### src/oft_pkg.sv
// Shared types, field widths and codes for the open file table.
`timescale 1ns / 1ps
`default_nettype none

package oft_pkg;

  // Default table capacity.
  localparam int unsigned DefaultEntries = 16;

  localparam int unsigned KindW    = 2;
  localparam int unsigned KeyW     = 28;
  localparam int unsigned ModeW    = 2;
  localparam int unsigned StatusW  = 3;
  localparam int unsigned SlotW    = 4;

  // Operation codes.
  localparam logic [KindW-1:0] KIND_OPEN  = 2'd0;
  localparam logic [KindW-1:0] KIND_CLOSE = 2'd1;
  localparam logic [KindW-1:0] KIND_QUERY = 2'd2;

  // Access mode codes.
  localparam logic [ModeW-1:0] MODE_READ    = 2'd0;
  localparam logic [ModeW-1:0] MODE_WRITE   = 2'd1;
  localparam logic [ModeW-1:0] MODE_RW      = 2'd2;
  localparam logic [ModeW-1:0] MODE_INVALID = 2'd3;

  // Status codes.
  localparam logic [StatusW-1:0] ST_OK           = 3'd0;
  localparam logic [StatusW-1:0] ST_BAD_MODE     = 3'd1;
  localparam logic [StatusW-1:0] ST_NOT_FOUND    = 3'd2;
  localparam logic [StatusW-1:0] ST_WRONG_TYPE   = 3'd3;
  localparam logic [StatusW-1:0] ST_ALREADY_OPEN = 3'd4;
  localparam logic [StatusW-1:0] ST_FULL         = 3'd5;
  localparam logic [StatusW-1:0] ST_NO_ENTRY     = 3'd6;

  typedef struct packed {
    logic [KindW-1:0] kind;
    logic [KeyW-1:0]  cluster;
    logic [ModeW-1:0] mode;
    logic             is_regular_file;
  } oft_item_t;

  typedef struct packed {
    logic [StatusW-1:0] status;
    logic               found;
    logic [SlotW-1:0]   slot;
    logic [ModeW-1:0]   mode_out;
  } oft_result_t;

  // One table entry as held in memory.
  typedef struct packed {
    logic [KeyW-1:0]  key;
    logic [ModeW-1:0] mode;
  } oft_entry_t;

endpackage

`default_nettype wire

### src/open_file_table_core.sv
// Top level of the open file table: sequencer, table memory and result register.
//
// Usage: present an item on item_i with start high; it is taken at a rising
// edge where start is high and busy is low. Each item gives one result on
// result_o, marked by result_valid_o for exactly one cycle; the receiver
// cannot hold it off and must take it in that cycle.
// Timing: the table is searched one slot per cycle through its memory read
// port, from slot zero up to the matching slot, or up to the last entry on a
// miss; no slot is read when the table is empty or the cluster is zero. The
// decision then goes through the result register, and busy drops so that the
// next item can be taken in the cycle the strobe is shown.
// A successful close then moves every later entry down one slot, one per
// cycle through the same memory, keeping busy high while it runs.
// Reset clears entry count, sequencer and result strobe only; the memory holds
// stale contents that are never read, as only slots below the count are used.
`timescale 1ns / 1ps
`default_nettype none

module open_file_table_core #(
  parameter int unsigned TableEntries = oft_pkg::DefaultEntries
) (
  input  wire logic                clk_i,
  input  wire logic                rst_ni,
  input  wire logic                start,
  output logic                     busy,
  input  wire oft_pkg::oft_item_t  item_i,
  output logic                     result_valid_o,
  output oft_pkg::oft_result_t     result_o
);

  localparam int unsigned IdxW = (TableEntries > 1) ? $clog2(TableEntries) : 1;
  localparam int unsigned CntW = $clog2(TableEntries + 1);

  logic                  fin;
  oft_pkg::oft_result_t  res;
  logic                  mem_we;
  logic [IdxW-1:0]       mem_waddr;
  oft_pkg::oft_entry_t   mem_wdata;
  logic                  mem_re;
  logic [IdxW-1:0]       mem_raddr;
  oft_pkg::oft_entry_t   mem_rdata;

  logic                  result_valid_q;
  oft_pkg::oft_result_t  result_q;

  oft_ctrl #(
    .TableEntries (TableEntries),
    .IdxW         (IdxW),
    .CntW         (CntW)
  ) u_ctrl (
    .clk_i       (clk_i),
    .rst_ni      (rst_ni),
    .start       (start),
    .busy        (busy),
    .item_i      (item_i),
    .fin_o       (fin),
    .res_o       (res),
    .mem_we_o    (mem_we),
    .mem_waddr_o (mem_waddr),
    .mem_wdata_o (mem_wdata),
    .mem_re_o    (mem_re),
    .mem_raddr_o (mem_raddr),
    .mem_rdata_i (mem_rdata)
  );

  oft_mem #(
    .Depth (TableEntries),
    .AddrW (IdxW)
  ) u_mem (
    .clk_i   (clk_i),
    .we_i    (mem_we),
    .waddr_i (mem_waddr),
    .wdata_i (mem_wdata),
    .re_i    (mem_re),
    .raddr_i (mem_raddr),
    .rdata_o (mem_rdata)
  );

  // The result register frees the sequencer for the next item.
  always_ff @(posedge clk_i or negedge rst_ni) begin
    if (!rst_ni) begin
      result_valid_q <= 1'b0;
    end else begin
      result_valid_q <= fin;
    end
  end

  always_ff @(posedge clk_i) begin
    if (fin) begin
      result_q <= res;
    end
  end

  assign result_valid_o = result_valid_q;
  assign result_o       = result_q;

endmodule

`default_nettype wire

### src/oft_mem.sv
// Single-port-write, single-port-read table memory with registered read data.
`timescale 1ns / 1ps
`default_nettype none

module oft_mem #(
  parameter int unsigned Depth = oft_pkg::DefaultEntries,
  parameter int unsigned AddrW = (Depth > 1) ? $clog2(Depth) : 1
) (
  input  wire logic               clk_i,
  input  wire logic               we_i,
  input  wire logic [AddrW-1:0]   waddr_i,
  input  wire oft_pkg::oft_entry_t wdata_i,
  input  wire logic               re_i,
  input  wire logic [AddrW-1:0]   raddr_i,
  output oft_pkg::oft_entry_t     rdata_o
);

  oft_pkg::oft_entry_t mem_q [Depth];
  oft_pkg::oft_entry_t rdata_q;

  always_ff @(posedge clk_i) begin
    if (we_i) begin
      mem_q[waddr_i] <= wdata_i;
    end
  end

  always_ff @(posedge clk_i) begin
    if (re_i) begin
      rdata_q <= mem_q[raddr_i];
    end
  end

  assign rdata_o = rdata_q;

endmodule

`default_nettype wire

### src/oft_ctrl.sv
// Sequencer for the open file table: scans, decides, appends and compacts.
`timescale 1ns / 1ps
`default_nettype none

module oft_ctrl #(
  parameter int unsigned TableEntries = oft_pkg::DefaultEntries,
  parameter int unsigned IdxW = (TableEntries > 1) ? $clog2(TableEntries) : 1,
  parameter int unsigned CntW = $clog2(TableEntries + 1)
) (
  input  wire logic                clk_i,
  input  wire logic                rst_ni,
  input  wire logic                start,
  output logic                     busy,
  input  wire oft_pkg::oft_item_t  item_i,
  output logic                     fin_o,
  output oft_pkg::oft_result_t     res_o,
  output logic                     mem_we_o,
  output logic [IdxW-1:0]          mem_waddr_o,
  output oft_pkg::oft_entry_t      mem_wdata_o,
  output logic                     mem_re_o,
  output logic [IdxW-1:0]          mem_raddr_o,
  input  wire oft_pkg::oft_entry_t mem_rdata_i
);

  typedef enum logic [1:0] {
    S_IDLE,
    S_SCAN,
    S_DECIDE,
    S_SHIFT
  } state_e;

  state_e                         state_q, state_d;
  oft_pkg::oft_item_t             item_q, item_d;
  logic [IdxW-1:0]                idx_q, idx_d;
  logic [CntW-1:0]                cnt_q, cnt_d;
  logic                           found_q, found_d;
  logic [IdxW-1:0]                hit_q, hit_d;
  logic [oft_pkg::ModeW-1:0]      hmode_q, hmode_d;

  always_comb begin
    state_d     = state_q;
    item_d      = item_q;
    idx_d       = idx_q;
    cnt_d       = cnt_q;
    found_d     = found_q;
    hit_d       = hit_q;
    hmode_d     = hmode_q;
    mem_we_o    = 1'b0;
    mem_waddr_o = '0;
    mem_wdata_o = '0;
    mem_re_o    = 1'b0;
    mem_raddr_o = '0;
    fin_o       = 1'b0;
    res_o       = '0;

    unique case (state_q)
      S_IDLE: begin
        if (start) begin
          item_d  = item_i;
          found_d = 1'b0;
          hit_d   = '0;
          hmode_d = '0;
          idx_d   = '0;
          // Key zero is never stored, so an empty table or a zero key skips the scan.
          if ((cnt_q == '0) || (item_i.cluster == '0)) begin
            state_d = S_DECIDE;
          end else begin
            mem_re_o    = 1'b1;
            mem_raddr_o = '0;
            state_d     = S_SCAN;
          end
        end
      end

      S_SCAN: begin
        if (mem_rdata_i.key == item_q.cluster) begin
          found_d = 1'b1;
          hit_d   = idx_q;
          hmode_d = mem_rdata_i.mode;
          state_d = S_DECIDE;
        end else if ((CntW'(idx_q) + CntW'(1)) == cnt_q) begin
          state_d = S_DECIDE;
        end else begin
          mem_re_o    = 1'b1;
          mem_raddr_o = idx_q + IdxW'(1);
          idx_d       = idx_q + IdxW'(1);
        end
      end

      S_DECIDE: begin
        fin_o          = 1'b1;
        res_o.found    = found_q;
        res_o.slot     = oft_pkg::SlotW'(hit_q);
        res_o.mode_out = hmode_q;
        state_d        = S_IDLE;
        case (item_q.kind)
          oft_pkg::KIND_OPEN: begin
            if (item_q.mode == oft_pkg::MODE_INVALID) begin
              res_o.status = oft_pkg::ST_BAD_MODE;
            end else if (item_q.cluster == '0) begin
              res_o.status = oft_pkg::ST_NOT_FOUND;
            end else if (!item_q.is_regular_file) begin
              res_o.status = oft_pkg::ST_WRONG_TYPE;
            end else if (found_q) begin
              res_o.status = oft_pkg::ST_ALREADY_OPEN;
            end else if (cnt_q == CntW'(TableEntries)) begin
              res_o.status = oft_pkg::ST_FULL;
            end else begin
              res_o.status     = oft_pkg::ST_OK;
              res_o.slot       = oft_pkg::SlotW'(cnt_q[IdxW-1:0]);
              mem_we_o         = 1'b1;
              mem_waddr_o      = cnt_q[IdxW-1:0];
              mem_wdata_o.key  = item_q.cluster;
              mem_wdata_o.mode = item_q.mode;
              cnt_d            = cnt_q + CntW'(1);
            end
          end
          oft_pkg::KIND_CLOSE: begin
            if (item_q.cluster == '0) begin
              res_o.status = oft_pkg::ST_NOT_FOUND;
            end else if (!found_q) begin
              res_o.status = oft_pkg::ST_NO_ENTRY;
            end else begin
              res_o.status = oft_pkg::ST_OK;
              cnt_d        = cnt_q - CntW'(1);
              // Entries above the removed one move down, one per cycle.
              if ((CntW'(hit_q) + CntW'(1)) < cnt_q) begin
                mem_re_o    = 1'b1;
                mem_raddr_o = hit_q + IdxW'(1);
                idx_d       = hit_q;
                state_d     = S_SHIFT;
              end
            end
          end
          default: begin
            if (item_q.cluster == '0) begin
              res_o.status = oft_pkg::ST_NOT_FOUND;
            end else if (!found_q) begin
              res_o.status = oft_pkg::ST_NO_ENTRY;
            end else begin
              res_o.status = oft_pkg::ST_OK;
            end
          end
        endcase
      end

      S_SHIFT: begin
        // Read data holds the entry from slot idx_q + 1; cnt_q is already reduced.
        mem_we_o    = 1'b1;
        mem_waddr_o = idx_q;
        mem_wdata_o = mem_rdata_i;
        if ((CntW'(idx_q) + CntW'(1)) < cnt_q) begin
          mem_re_o    = 1'b1;
          mem_raddr_o = idx_q + IdxW'(2);
          idx_d       = idx_q + IdxW'(1);
        end else begin
          state_d = S_IDLE;
        end
      end

      default: begin
        state_d = S_IDLE;
      end
    endcase
  end

  always_ff @(posedge clk_i or negedge rst_ni) begin
    if (!rst_ni) begin
      state_q <= S_IDLE;
      cnt_q   <= '0;
    end else begin
      state_q <= state_d;
      cnt_q   <= cnt_d;
    end
  end

  always_ff @(posedge clk_i) begin
    item_q  <= item_d;
    idx_q   <= idx_d;
    found_q <= found_d;
    hit_q   <= hit_d;
    hmode_q <= hmode_d;
  end

  assign busy = (state_q != S_IDLE);

`ifndef SYNTHESIS
  assert property (@(posedge clk_i) disable iff (!rst_ni)
    cnt_q <= CntW'(TableEntries))
    else $error("entry count exceeds table capacity");

  assert property (@(posedge clk_i) disable iff (!rst_ni)
    (start && !busy) |=> (state_q != S_IDLE))
    else $error("accepted item did not leave idle");

  assert property (@(posedge clk_i) disable iff (!rst_ni)
    mem_we_o |-> ((state_q == S_DECIDE) || (state_q == S_SHIFT)))
    else $error("table write outside decide or shift");

  assert property (@(posedge clk_i) disable iff (!rst_ni)
    (fin_o && (item_q.kind == oft_pkg::KIND_OPEN) && (res_o.status == oft_pkg::ST_OK))
      |=> (cnt_q == ($past(cnt_q) + CntW'(1))))
    else $error("successful open did not grow the table");

  assert property (@(posedge clk_i) disable iff (!rst_ni)
    (state_q == S_SHIFT) |-> (cnt_q != '0))
    else $error("compaction running on an empty table");
`endif

endmodule

`default_nettype wire

### config.mk
export PLATFORM = sky130hd
export DESIGN_NAME = open_file_table_core
export DESIGN_NICKNAME = d
export VERILOG_FILES = /design/src/oft_pkg.sv /design/src/open_file_table_core.sv /design/src/oft_mem.sv /design/src/oft_ctrl.sv
export SDC_FILE = /design/constraint.sdc
export NUM_CORES = 1
export LEC_CHECK = 0
export CAP_MARGIN = 25
export CORE_MARGIN = 2
export CORE_UTILIZATION = 63
export DETAILED_ROUTE_END_ITERATION = 8
export DONT_BUFFER_PORTS = 1
export GPL_ROUTABILITY_DRIVEN = 0
export MAX_ROUTING_LAYER = met4
export PLACE_DENSITY = 0.79
export SYNTH_ARGS = -nofsm -noshare
export SYNTH_HDL_FRONTEND = slang
export SYNTH_SLANG_ARGS = --single-unit
### constraint.sdc
create_clock -name clk_i -period 6.1 [get_ports clk_i]
set_clock_uncertainty 0.15 [all_clocks]
set_input_delay 1.22 -clock clk_i [delete_from_list [all_inputs] [get_ports clk_i]]
set_output_delay 1.22 -clock clk_i [all_outputs]
set_load 0.05 [all_outputs]
==> metrics.md <==
| Metric | Value |
|---|---|
| Final HPWL DP | `roughly 31000 um` |
| CP max stage delay | `between 500 and 600 ps` |
| IR drop worst, VDD | `around 0.00051 V` |
| Synth-to-Final Area Change | `10.7%` |
| P_sw | `approximately 4.6 mW` |
| CTS hold repair buffers | `0` |
| I/O Pins | `48` |
| Vias in the first global route | `12.6k` |
| Async SR Flop Fraction | `around 1.4%` |
| CTS Buffer Depth | `3` |
| Final setup TNS | `0 ps` |
| Combinational Power Share | `about a third` |
| Clock power frac | `roughly 25%` |
| Synthesized area per cell | `17.3 um^2` |
| Die footprint | `between 0.03 and 0.04 mm^2` |
| RSZ-0062 raised after global routing | `false` |
| LEAKAGE | `9.50 nW` |
| Register area share after synthesis | `between 70% and 80%` |
| Vias | `approximately 13k` |
| DR iter-0 viols | `between 1.5k and 2k` |
| FILL cells | `~2.2k` |
| R2R cell count | `13` |
| Clock sink count | `roughly 570` |
| Register area | `around 0.017 mm^2` |
| Critical path type | `register to register` |
| Largest net degree at the start of global routing | `72` |
| Final wirelength | `54300 um` |
| Most common cell on crit path | `ha_1` |
| Top FF cell, synth | `edfxtp_1` |
| Post-cts sizing count | `0` |
| Highest-delay cell along the critical path | `or3_1` |
| Final Cycle Share | `81.0%` |
| Die height | `approximately 200 um` |
| Cts bufs inserted | `54` |
| TritonRoute pass-1 iters | `6` |
| Worst slew pin tran | `1030 ps` |
| GRT overflow | `0` |
| Core area | `roughly 0.036 mm^2` |
| Power per cell area | `~520 mW/mm^2` |
| Routed WL per cell | `between 20 and 30 um` |
| CTS tree | `done` |
| Clock insertion delay at the later pin of the skew report | `~600 ps` |
| Antenna viol nets, final | `0` |
| Sequential fraction of design power | `41.6%` |
| Dpl cells | `between 1.5k and 2k` |
| PortBufs | `0` |
| Chip width | `195 um` |
| FMAX | `0.202 GHz` |
| # rows | `69` |
| Most frequent cells in the layout | `edfxtp_1 (564), mux2i_1 (241), o22ai_1 (92)` |
| Postcts setup bufs | `0` |
| Share of post-route cells with drive strength above 1 | `approximately a tenth` |
| Cell count after synthesis | `1326` |
| Worst r2r src | `u_ctrl.idx_q[1]` |
| R2R setup slack | `about 1200 ps` |
| Maxcap violations | `0` |
| P_int | `slightly below 9 mW` |
| DRC Markers | `0` |
| Worst Hold Class | `input port to asynchronous set/reset pin` |
| Slew headroom | `a little under a third` |
| Crit path capture type | `register` |
| Fin cells | `1853` |
| Crit path cell chain | `ha_1, nand2_1, xnor2_1, ha_1, a21o_1, a21oi_1, nand3_1, nor2_1, a221o_1, or3_1, buf_4, o22ai_1, or4_1` |
| Clock transition at the registers of the reported paths | `70 ps` |
| Ys Warns | `0` |
| Fin crit period | `between 4000 and 5000 ps` |
| Crit path max fanout | `19` |
| Mapped cell area | `~0.023 mm^2` |
| Post-layout nets | `around 1.4k` |
| Multi-input gate area in the final layout | `roughly 0.0056 mm^2` |
| Hold Fails Final Rpt | `0` |
| CP startpoint kind | `register` |
| Setup violations, final | `0` |
| Initial antenna violation count | `1` |
| Sw frac | `34.7%` |
| Initial core utilization | `64.3%` |
| Max H-tree Level | `2` |
| Syn nets | `1378` |
| Clk root buf | `clkbuf_16` |
| Yosys reg bits | `approximately 570` |
| Commonest non-fill, non-tap cell in the layout | `edfxtp_1` |
| Number of synthesized flops with an enable pin | `564` |
| Arr. time, crit path | `5130 ps` |
| First-pass GRT wire length | `80400 um` |
| Vias per std cell | `roughly 6.9` |
| Status | `finished, final reports clean` |
| RR Endpoint | `u_mem.rdata_o[22]` |
| GRT Overall Usage | `30.0%` |
| Final Max Tran Viols | `0` |
| Required @ worst endpoint | `between 6000 and 7000 ps` |
| Netlist cell types | `54` |
-- registers in the layout, summed over array words and instances, names as in the netlist --
register,cells
result_o,10
result_valid_o,1
u_ctrl.cnt_q,5
u_ctrl.found_q,1
u_ctrl.hit_q,4
u_ctrl.hmode_q,2
u_ctrl.idx_q,4
u_ctrl.item_q,33
u_ctrl.state_q,2
u_mem.mem_q,480
u_mem.rdata_o,30
-- worst max-delay path: cells and delay by family (launching register included) --
family,cells,cell delay (ps)
compound gates,4,820
xor+xnor,1,450
fa+ha+maj,2,580
flops,1,470
simple gates,5,1740
buf+inv,1,460
-- cells in the mapped netlist, types with 2 or more instances --
cell type	count	area [um^2]
nand2b_1	3	18.8
nand2_1	24	90.1
inv_1	16	60.1
nor3b_1	3	22.5
or3_1	4	25.0
nor2_1	23	86.3
a31oi_1	2	12.5
a22o_1	37	324
buf_6	8	90.1
nor4_1	17	106
edfxtp_1	564	16900
a21o_1	6	45.0
nand3_1	13	65.1
o21ai_0	17	85.1
dfrtp_1	8	200
or4_1	30	225
and3_1	7	43.8
nor2b_1	7	43.8
and2_1	10	62.6
buf_2	31	155
a32oi_1	2	17.5
o21ai_2	2	17.5
o22ai_1	92	576
ha_1	15	188
xnor2_1	35	307
mux2i_1	241	2410
a21oi_1	15	75.1
clkbuf_1	24	90.1
xor2_1	3	26.3
nand4_1	10	62.6
o32ai_1	30	263
buf_4	2	15.0
nor3_1	4	20.0
-- power groups by stage --
stage | Sequential (mW) | Clock, mW | Combinational, mW
4_1_cts | 5.54 | 3.32 | 4.45
3_3_place_gp | 5.61 | 0 | 4.22
3_5_place_dp | 5.61 | 0 | 4.42
5_1_grt | 5.58 | 3.46 | 4.75
2_1_floorplan | 5.47 | 0 | 3.17
6_report | 5.55 | 3.29 | 4.50
-- per-layer routing --
layer	track usage, %	wire length, um
met1	40.8	20800
met2	44.7	25000
met3	6.68	6380
met4	12.2	2160
met5	-	0
-- logic make-up (layout without fill, tap and decap cells) --
kind of cell | Yosys count | count (layout) | share of synthesized area (%)
AND/OR/NAND/NOR | 160 | 160 | 3.97
other | 0 | 1 | 0
adder cells (fa/ha/maj) | 16 | 16 | 0.903
AO/OA/AOI/OAI | 216 | 216 | 6.87
flip-flops | 572 | 572 | 74.5
XOR/XNOR | 38 | 38 | 1.45
multiplexers | 241 | 241 | 10.5
buffers and inverters | 83 | 148 | 1.82
-- through the flow --
stage	instance area [um^2]	util, %	hold WS, ps	power (mW)	setup WS (ps)
after floorplan	23000	-	308	8.64	1600
after global placement	23600	66.1	337	9.83	1540
after detailed placement	23700	66.4	362	10.0	1360
after CTS	25500	71.2	140	13.3	1340
after global routing	25500	71.3	148	13.8	1020
final	25500	71.3	162	13.3	1160
-- worst max path at each step --
stage / start / endpoint / slack, ps / depth (start not counted)
6_report: u_ctrl.idx_q[1] / u_mem.rdata_o[22] / 1160 / 13
5_1_grt: u_ctrl.idx_q[1] / u_mem.rdata_o[13] / 1020 / 13
2_1_floorplan: u_ctrl.found_q / u_mem.mem_q[7][0] / 1600 / 6
4_1_cts: u_ctrl.idx_q[2] / u_mem.rdata_o[21] / 1340 / 13
3_5_place_dp: u_ctrl.idx_q[2] / u_mem.rdata_o[21] / 1360 / 13
3_3_place_gp: u_ctrl.idx_q[1] / u_mem.rdata_o[22] / 1540 / 13
-- final cells by class --
class,count,share of cell area (%)
tap,461,2.26
antenna,1,0.00983
sequential,572,67.3
multi-input combinational,671,22.0
clock buffer,69,5.53
timing repair buffer,35,1.42
clock inverter,27,1.25
inverter,17,0.251
Power figures use the tool's default switching activity.
